<file path="config.mk">
export PLATFORM = sky130hd
export DESIGN_NAME = insertion_sorter
export DESIGN_NICKNAME = d
export VERILOG_FILES = /design/src/hw/rtl/isort_pkg.sv /design/src/hw/rtl/isort_cell.sv /design/src/hw/rtl/insertion_sorter.sv
export VERILOG_INCLUDE_DIRS = /design/src /design/src/hw/rtl
export SDC_FILE = /design/constraint.sdc
export NUM_CORES = 2
export LEC_CHECK = 0
export ABC_AREA = 1
export BUFFER_PORTS_ARGS = -buffer_cell sky130_fd_sc_hd__buf_2
export CAP_MARGIN = 40
export CORE_MARGIN = 4
export CORE_UTILIZATION = 55
export CTS_CLUSTER_SIZE = 28
export DETAILED_ROUTE_END_ITERATION = 12
export GPL_ROUTABILITY_DRIVEN = 0
export PLACE_DENSITY_LB_ADDON = 0.1
export SYNTH_ARGS = -nofsm -noshare
export SYNTH_HDL_FRONTEND = slang
export SYNTH_SLANG_ARGS = --single-unit
</file>
<file path="constraint.sdc">
create_clock -name clock -period 5.88 [get_ports clock]
set_input_delay 0.588 -clock clock [delete_from_list [all_inputs] [get_ports clock]]
set_output_delay 0.588 -clock clock [all_outputs]
set_load 0.02 [all_outputs]
</file>
<file path="src/hw/rtl/insertion_sorter_assert.svh">
// Assertion macros for the insertion sorter.
// Used by insertion_sorter.sv; empty bodies when SYNTH is defined.
`ifndef INSERTION_SORTER_ASSERT_SVH
`define INSERTION_SORTER_ASSERT_SVH
`ifndef SYNTH
`define ISORT_ASSERT_IMP(label, clk, rst, ante, cons) \
   label: assert property (@(posedge clk) disable iff (rst) (ante) |-> (cons)) \
      else $error("insertion_sorter: assertion failed");
`define ISORT_ASSERT_NXT(label, clk, rst, ante, cons) \
   label: assert property (@(posedge clk) disable iff (rst) (ante) |=> (cons)) \
      else $error("insertion_sorter: assertion failed");
`else
`define ISORT_ASSERT_IMP(label, clk, rst, ante, cons)
`define ISORT_ASSERT_NXT(label, clk, rst, ante, cons)
`endif
`endif

</file>
<file path="src/hw/rtl/isort_pkg.sv">
// Package for the insertion sorter: widths, default capacity, cell control type.
// No dependencies.
`timescale 1ns / 1ps
`default_nettype none
package isort_pkg;
   localparam int DATA_W           = 32;
   localparam int DEFAULT_CAPACITY = 32;

   typedef struct packed {
      logic                     insert;
      logic                     drain;
      logic signed [DATA_W-1:0] value;
   } cell_ctrl_type;
endpackage
`default_nettype wire

</file>
<file path="src/hw/rtl/isort_cell.sv">
// One cell of the sorting chain: holds one value, compares against the broadcast input.
// Depends on isort_pkg.
`timescale 1ns / 1ps
`default_nettype none
module isort_cell
   import isort_pkg::*;
(
   input  wire logic                     clock,
   input  wire cell_ctrl_type            ctrl,
   input  wire logic                     occupied,
   input  wire logic                     left_keep,
   input  wire logic signed [DATA_W-1:0] left_value,
   input  wire logic signed [DATA_W-1:0] right_value,
   output logic signed [DATA_W-1:0]      value,
   output logic                          keep
);
   logic signed [DATA_W-1:0] value_ff;
   logic signed [DATA_W-1:0] value_in;

   assign keep  = occupied && (value_ff < ctrl.value);
   assign value = value_ff;

   always_comb begin
      priority if (ctrl.drain) begin
         value_in = right_value;
      end else if (ctrl.insert && !keep) begin
         value_in = left_keep ? ctrl.value : left_value;
      end else begin
         value_in = value_ff;
      end
   end

   always_ff @(posedge clock) begin
      value_ff <= value_in;
   end
endmodule
`default_nettype wire

</file>
<file path="src/hw/rtl/insertion_sorter.sv">
// Channel  | Ports                                   | Direction
// req      | req_valid, req_stall, req_value, req_last_in | in (stall out)
// rsp      | rsp_valid, rsp_stall, rsp_sorted_value, rsp_last_out, rsp_dropped | out
// One value is inserted per cycle: every cell compares in parallel and shifts up by one.
// A transfer with req_last_in starts a drain of all held values, one result per
// cycle through the output register; req_stall is high for the whole drain.
// rsp_stall holds the drain in place. Reset clears count, overflow, drain and output valid.
// Depends on isort_pkg, isort_cell and insertion_sorter_assert.svh.
`timescale 1ns / 1ps
`default_nettype none
`include "insertion_sorter_assert.svh"
module insertion_sorter
   import isort_pkg::*;
#(
   parameter int CAPACITY = DEFAULT_CAPACITY
) (
   input  wire logic                     clock,
   input  wire logic                     reset,
   input  wire logic                     req_valid,
   output logic                          req_stall,
   input  wire logic signed [DATA_W-1:0] req_value,
   input  wire logic                     req_last_in,
   output logic                          rsp_valid,
   input  wire logic                     rsp_stall,
   output logic signed [DATA_W-1:0]      rsp_sorted_value,
   output logic                          rsp_last_out,
   output logic                          rsp_dropped
);
   localparam int CNT_W = $clog2(CAPACITY + 1);

   logic [CNT_W-1:0]         count_ff, count_in;
   logic                     overflow_ff, overflow_in;
   logic                     drain_ff, drain_in;
   logic                     rsp_valid_ff, rsp_valid_in;
   logic signed [DATA_W-1:0] rsp_value_ff, rsp_value_in;
   logic                     rsp_last_ff, rsp_last_in;
   logic                     rsp_drop_ff, rsp_drop_in;

   logic                     accept, full, advance;
   cell_ctrl_type            ctrl;
   logic signed [DATA_W-1:0] cell_value [CAPACITY];
   logic                     cell_keep  [CAPACITY];
   logic signed [DATA_W-1:0] left_value [CAPACITY];
   logic signed [DATA_W-1:0] right_value[CAPACITY];
   logic                     left_keep  [CAPACITY];

   assign req_stall = drain_ff;
   assign accept    = req_valid && !drain_ff;
   assign full      = count_ff == CNT_W'(CAPACITY);
   assign advance   = drain_ff && (!rsp_valid_ff || !rsp_stall);

   assign ctrl.insert = accept && !full;
   assign ctrl.drain  = advance;
   assign ctrl.value  = req_value;

   always_comb begin
      for (int i = 0; i < CAPACITY; i++) begin
         left_keep[i]   = (i == 0) ? 1'b1 : cell_keep[(i == 0) ? 0 : i - 1];
         left_value[i]  = (i == 0) ? req_value : cell_value[(i == 0) ? 0 : i - 1];
         right_value[i] = (i == CAPACITY - 1) ? cell_value[i]
                        : cell_value[(i == CAPACITY - 1) ? i : i + 1];
      end
   end

   for (genvar i = 0; i < CAPACITY; i++) begin : g_cell
      isort_cell u_cell (
         .clock       (clock),
         .ctrl        (ctrl),
         .occupied    (count_ff > CNT_W'(i)),
         .left_keep   (left_keep[i]),
         .left_value  (left_value[i]),
         .right_value (right_value[i]),
         .value       (cell_value[i]),
         .keep        (cell_keep[i])
      );
   end

   always_comb begin
      count_in     = count_ff;
      overflow_in  = overflow_ff;
      drain_in     = drain_ff;
      rsp_valid_in = rsp_valid_ff && rsp_stall;
      rsp_value_in = rsp_value_ff;
      rsp_last_in  = rsp_last_ff;
      rsp_drop_in  = rsp_drop_ff;
      priority if (advance) begin
         rsp_valid_in = 1'b1;
         rsp_value_in = cell_value[0];
         rsp_last_in  = count_ff == CNT_W'(1);
         rsp_drop_in  = overflow_ff;
         count_in     = count_ff - CNT_W'(1);
         if (count_ff == CNT_W'(1)) begin
            drain_in    = 1'b0;
            overflow_in = 1'b0;
         end
      end else if (accept) begin
         if (full) begin
            overflow_in = 1'b1;
         end else begin
            count_in = count_ff + CNT_W'(1);
         end
         drain_in = req_last_in;
      end else begin
         drain_in = drain_ff;
      end
   end

   always_ff @(posedge clock) begin
      if (reset) begin
         count_ff     <= '0;
         overflow_ff  <= 1'b0;
         drain_ff     <= 1'b0;
         rsp_valid_ff <= 1'b0;
      end else begin
         count_ff     <= count_in;
         overflow_ff  <= overflow_in;
         drain_ff     <= drain_in;
         rsp_valid_ff <= rsp_valid_in;
      end
   end

   always_ff @(posedge clock) begin
      rsp_value_ff <= rsp_value_in;
      rsp_last_ff  <= rsp_last_in;
      rsp_drop_ff  <= rsp_drop_in;
   end

   assign rsp_valid        = rsp_valid_ff;
   assign rsp_sorted_value = rsp_value_ff;
   assign rsp_last_out     = rsp_last_ff;
   assign rsp_dropped      = rsp_drop_ff;

   `ISORT_ASSERT_IMP(a_count_bound, clock, reset, 1'b1, count_ff <= CNT_W'(CAPACITY))
   `ISORT_ASSERT_IMP(a_drain_nonempty, clock, reset, drain_ff, count_ff != '0)
   `ISORT_ASSERT_NXT(a_last_drains, clock, reset, accept && req_last_in, drain_ff)
   `ISORT_ASSERT_IMP(a_drain_clears, clock, reset, $fell(drain_ff),
                     count_ff == '0 && !overflow_ff && rsp_valid_ff && rsp_last_ff)
endmodule
`default_nettype wire

</file>
### Word level (Yosys, flattened, before mapping)

Cells that the tools add are included.
Widths: inputs -> output; s select.

| storage, ports and cells | value |
|---|---|
| bits of input ports | 37 |
| output and inout bits | 36 |
| bits in registers | 1067 |

| cells by class | value |
|---|---|
| add/sub/neg operators | 2 |
| eq/ne operators | 4 |
| muxes and demuxes | 103 |
| reduce and logical (&&, ||, !) cells | 142 |
| bitwise operators | 1 |
| $lt $le $gt $ge | 64 |

Operators with widths:

| cell | number |
|---|---|
| $mux 32 | 93 |
| $lt 32x32->1 | 32 |
| $gt 6x5->1 const B | 16 |
| $logic_and 1x1->1 | 68 |
| $reduce_bool 2->1 | 33 |
| $gt 6x4->1 const B | 8 |
| $logic_not 1->1 | 36 |
| $gt 6x3->1 const B | 4 |
| $mux 6 | 3 |
| $gt 6x1->1 const B | 2 |
| $gt 6x2->1 const B | 2 |
| $mux 1 | 7 |
| $add 6x1->6 const B | 1 |
| $eq 6x1->1 const B | 1 |
| $eq 6x6->1 const B | 1 |
| $reduce_and 2->1 | 3 |
| $sub 6x1->6 const B | 1 |
| $ne 2x1->1 const B | 2 |
| $reduce_and 3->1 | 1 |
| $logic_or 1x1->1 | 1 |
| $not 1->1 | 1 |

### Logic depth before layout (Yosys ltp)

| depth | value |
|---|---|
| word-level depth | 6 |
| depth in mapped cells | 19 |
| mapped depth without buffers | 17 |

### Modules after synthesis

Synthesis repeated with hierarchy kept, for this count alone.

| second synthesis, totals | value |
|---|---|
| cell total of the unflattened synthesis | 10209 |
| area, all modules | 79915.4 µm² |

Modules (own cells, without submodules):

| module | cells an instance | area each (µm²) | instances | sequential area each (µm²) |
|---|---|---|---|---|
| isort_cell | 313 | 2436.1 | 32 | 960.9 |
| insertion_sorter | 193 | 1960.6 | 1 | 1201.2 |

### Worst setup path after synthesis

Ideal clock, no wire load.

| path | value |
|---|---|
| path kind | input port to flip-flop |
| from | in req_value[21] |
| to | reg g_cell[31].u_cell.value_ff[0] (enable) |
| required time | 5.458 ns |
| data arrival time | 4.207 ns |
| setup slack | 1.251 ns |
| cell stages on the path | 12 |
| cell sequence | inv_1 > clkbuf_1 > ha_1 > a21oi_1 > nor2_1 > a211oi_1 > o21ai_0 > a21oi_1 > nand2_1 > nor2_1 > nor2_1 > nor2_1 |

| between the ends | value |
|---|---|
| word-level cells in the longest chain between the ends | 5 |

Ends and longest elaborated chain:

| item | RTL line | RTL |
|---|---|---|
| start: declaration | insertion_sorter.sv:21 | `input wire logic signed [DATA_W-1:0] req_value,` |
| $lt 32x32->1 | isort_cell.sv:20 | `assign keep = occupied && (value_ff < ctrl.value);` |
| $logic_and 1x1->1 | isort_cell.sv:20 |  |
| $logic_not 1->1 | isort_cell.sv:26 | `end else if (ctrl.insert && !keep) begin` |
| $logic_and 1x1->1 | isort_cell.sv:26 |  |
| $reduce_and 2->1 (no line) | -- |  |
| end signal: assignment | isort_cell.sv:34 | `value_ff <= value_in;` |
| end: declaration | isort_cell.sv:17 | `logic signed [DATA_W-1:0] value_ff;` |

No other way between the ends.
A chain may end at the register's enable or synchronous reset.

### Worst setup path in the final report

| path | value |
|---|---|
| from | in req_value[16] |
| to | reg g_cell[7].u_cell.value_ff[17] (enable) |

| between the ends | value |
|---|---|
| word-level cells in the longest chain between the ends | 5 |

Ends and longest elaborated chain:

| item | RTL line |
|---|---|
| $lt 32x32->1 | isort_cell.sv:20 |
| $logic_and 1x1->1 | isort_cell.sv:20 |
| $logic_not 1->1 | isort_cell.sv:26 |
| $logic_and 1x1->1 | isort_cell.sv:26 |
| $reduce_bool 2->1 (no line) | -- |
| end signal: assignment | isort_cell.sv:34 |
| end: declaration | isort_cell.sv:17 |

No other way between the ends.

==> flow_summary.json <==
{
  "start_util_pct": 55.5,
  "utilization_pct": 60.0,
  "drive_gt1_share_pct": 5.83,
  "cts_hold_buffers": 0,
  "cp.required_ps": 6280,
  "finalClockSkew_ps": 30.5,
  "synth_warnings": 0,
  "synth_top_cell_by_area": "edfxtp_1",
  "synth_edf_count": 1058,
  "num_rows": 143,
  "path_cells": "buf_2, clkinv_2, buf_12, ha_1, a21oi_1, o21ai_0, nand2_1, nand3_1, a21oi_1, nand3_2, nand3_2, nand2_1, nand2_1, buf_4",
  "drc": 0,
  "r2r-end": "g_cell[17].u_cell.value[11]",
  "dieArea_um2": 160000,
  "port_buffers": 72,
  "fmax_mhz": 248,
  "io_pins": 73,
  "post_drt_via_cell_ratio": 6.19,
  "p_leak_nw": 45.7,
  "syn_inst": 11200,
  "synthFlopType": "edfxtp_1",
  "die_width_um": 400,
  "syn2layout_area_growth_pct": 8.10,
  "cts-htree-levels": 4,
  "grt_pass1_wl_um": 449000,
  "cts_setup_buffers": 0,
  "track_usage_pct": 34.8,
  "num_vias": 81300,
  "fin_setup_tns_ps": 0,
  "setup_slack_ps": 1850,
  "min_from": "req_valid",
  "clk_pin_slew_ps": 60,
  "worstMarginPinSlew_ps": 931,
  "antenna_found_initial": 5,
  "fin_nets": 12000,
  "wl_per_cell_um": 22.0,
  "yosysTopAreaCellShare_pct": 37.5,
  "place_hpwl_um": 202000,
  "crit_path_top_delay_cell": "clkinv_2",
  "die_h_um": 400,
  "fin_crit_ps": 4030,
  "finalSetupViolations": 0,
  "cts_sinks": 1067,
  "cap_violations": 0,
  "cts_root_buf": "clkbuf_16",
  "cts_inserted_buffers": 134,
  "ys_types": 43,
  "hold_viol": 0,
  "antenna_left": 0,
  "core_um2": 152000,
  "clk_latency_ps": 770,
  "cts_max_path_buffers": 3,
  "synth-async-reset-ratio_pct": 0,
  "stdcell_area_um2": 91500,
  "power_mw": 34.1,
  "powerDensity_nw_per_um2": 372,
  "dpl_cell_area_um2": 87300,
  "worstHoldEndpoint": "overflow_ff",
  "critPathLaunchType": "primary input",
  "period_share_pct": 68.5,
  "grt_max_degree": 167,
  "first_pass_iters": 9,
  "r2r-start": "count_ff[1]",
  "yosysSeqAreaShare_pct": 37.7,
  "ir_drop_mv": 0.305,
  "tritoncts": "built",
  "ys_ff_latch": 1067,
  "rsz0062_at_grt": "no",
  "drt_iter0_markers": 9718,
  "grt-ovfl-total": 0,
  "synth_area_leaders": "edfxtp_1 38%, nand2_1 18%, ha_1 15%",
  "hold_path_depth": 3,
  "syn-cell-area_um2": 84700,
  "drv_slew": 0,
  "worst_r2r_path_depth": 12,
  "syn-num-nets": 12300,
  "grt_pass1_vias": 77800,
  "path_common_cell": "nand2_1",
  "status": "complete, no violations",
  "cp_max_fo": 33,
  "worst_setup_path_end_kind": "flop",
  "critPathKind": "primary input to flop",
  "rrSetupSlack_ps": 1870,
  "wl_um": 289000,
  "worstHoldPathType": "primary input to flop",
  "post_synth.cell_area_avg_um2": 7.54,
  "cp_data_arrival_time_ps": 4430,
  "dp_slack_ps": 1280,
  "slowest_delay_ps": 660,
  "relSlewSlack_pct": 37.9,
  "ctsResizeCount": 0
}
-- final cells by class --
| class | instances | area (um^2) |
|---|---|---|
| Sequential cell | 1067 | 32000 |
| Clock inverter | 78 | 706 |
| Clock buffer | 162 | 3520 |
| Multi-Input combinational cell | 8183 | 45000 |
| Timing Repair Buffer | 336 | 2940 |
| Inverter | 1276 | 4840 |
| Tap cell | 2030 | 2540 |
| Fill cell | 13900 | 60900 |
| Antenna cell | 6 | 15.0 |
-- worst max-delay path, delay by kind of cell --
family	cells	cell delay [ps]
buf+inv	4	1690
fa+ha+maj	1	240
compound gates	3	420
simple gates	6	1440
-- worst max-delay path by stage --
stage / slack (ps) / start / endpoint
floorplan: 1250 / req_value[21] / g_cell[31].u_cell.value[0]
global placement: 1310 / req_value[16] / g_cell[7].u_cell.value[14]
detailed placement: 1280 / req_value[16] / g_cell[7].u_cell.value[9]
CTS: 1900 / count_ff[1] / g_cell[17].u_cell.value[11]
global route: 1600 / count_ff[1] / g_cell[17].u_cell.value[11]
finish: 1850 / req_value[16] / g_cell[7].u_cell.value[17]
-- cell usage after synthesis, types with 3 or more instances --
| master | n |
|---|---|
| buf_4 | 5 |
| inv_2 | 16 |
| clkbuf_1 | 375 |
| nand3b_1 | 7 |
| inv_1 | 1260 |
| o21a_1 | 26 |
| o21ai_1 | 5 |
| nor2_1 | 252 |
| nor3_1 | 66 |
| dfxtp_1 | 9 |
| a21oi_1 | 486 |
| nand2_1 | 3984 |
| a211oi_1 | 4 |
| a31oi_1 | 3 |
| nand3_1 | 1051 |
| nand3_2 | 39 |
| o211ai_1 | 12 |
| nand2_2 | 11 |
| nand4_1 | 1035 |
| nor4_1 | 8 |
| edfxtp_1 | 1058 |
| buf_1 | 69 |
| buf_2 | 253 |
| buf_6 | 3 |
| o21ai_0 | 169 |
| ha_1 | 996 |
| nor2_4 | 5 |
-- layer usage --
layer	global-route usage, %	share of wire, %	wire length [um]
met1	47.0	40	115000
met2	54.4	45	129000
met3	6.31	10	29300
met4	16.4	5.2	15200
met5	0	0.0028	8
-- power by group --
group / total (mW) / internal [mW] / switching, mW / leakage [nW]
sequential: 13.1 / 11.1 / 1.97 / 10.4
combinational: 12.7 / 4.07 / 8.66 / 33.2
clock: 8.24 / 4.75 / 3.48 / 2.07
total: 34.1 / 20.0 / 14.1 / 45.7
-- stage by stage --
stage	hold WS, ps	std cells
floorplan	409	11200
global placement	424	12900
detailed placement	418	12900
CTS	92.4	13100
global route	128	13100
finish	127	13100
-- kinds of logic after synthesis --
logic type / Yosys count / share of synthesized area (%)
fa+ha+maj: 996 / 14.7
flops: 1067 / 37.7
simple gates: 6463 / 33.8
compound gates: 724 / 4.52
buf+inv: 1981 / 9.21
-- state kept, by name, indices dropped and copies added (netlist names) --
register,count
rsp_last_out,1
g_cell.u_cell.value,1024
overflow_ff,1
rsp_valid,1
rsp_sorted_value,32
count_ff,6
rsp_dropped,1
req_stall,1
-- placed cells by master (no fill, tap or decap), drive strengths merged, types with 2 or more instances in the layout --
cell type	Yosys	layout
nand2	3995	3995
inv	1276	1253
nand3	1090	1090
edfxtp	1058	1058
nand4	1035	1035
ha	996	996
a21oi	488	488
buf	330	336
nor2	259	259
o21ai	176	176
clkbuf	375	162
clkinv	0	86
nor3	68	68
o21a	26	26
o211ai	12	12
bufinv	0	11
dfxtp	9	9
nor4	8	8
nand3b	7	7
diode	0	6
a211oi	6	6
a31oi	5	5
clkinvlp	0	4
o31a	2	2
o22ai	2	2
a311oi	2	2
o31ai	2	2
Power figures use the tool's default switching activity.
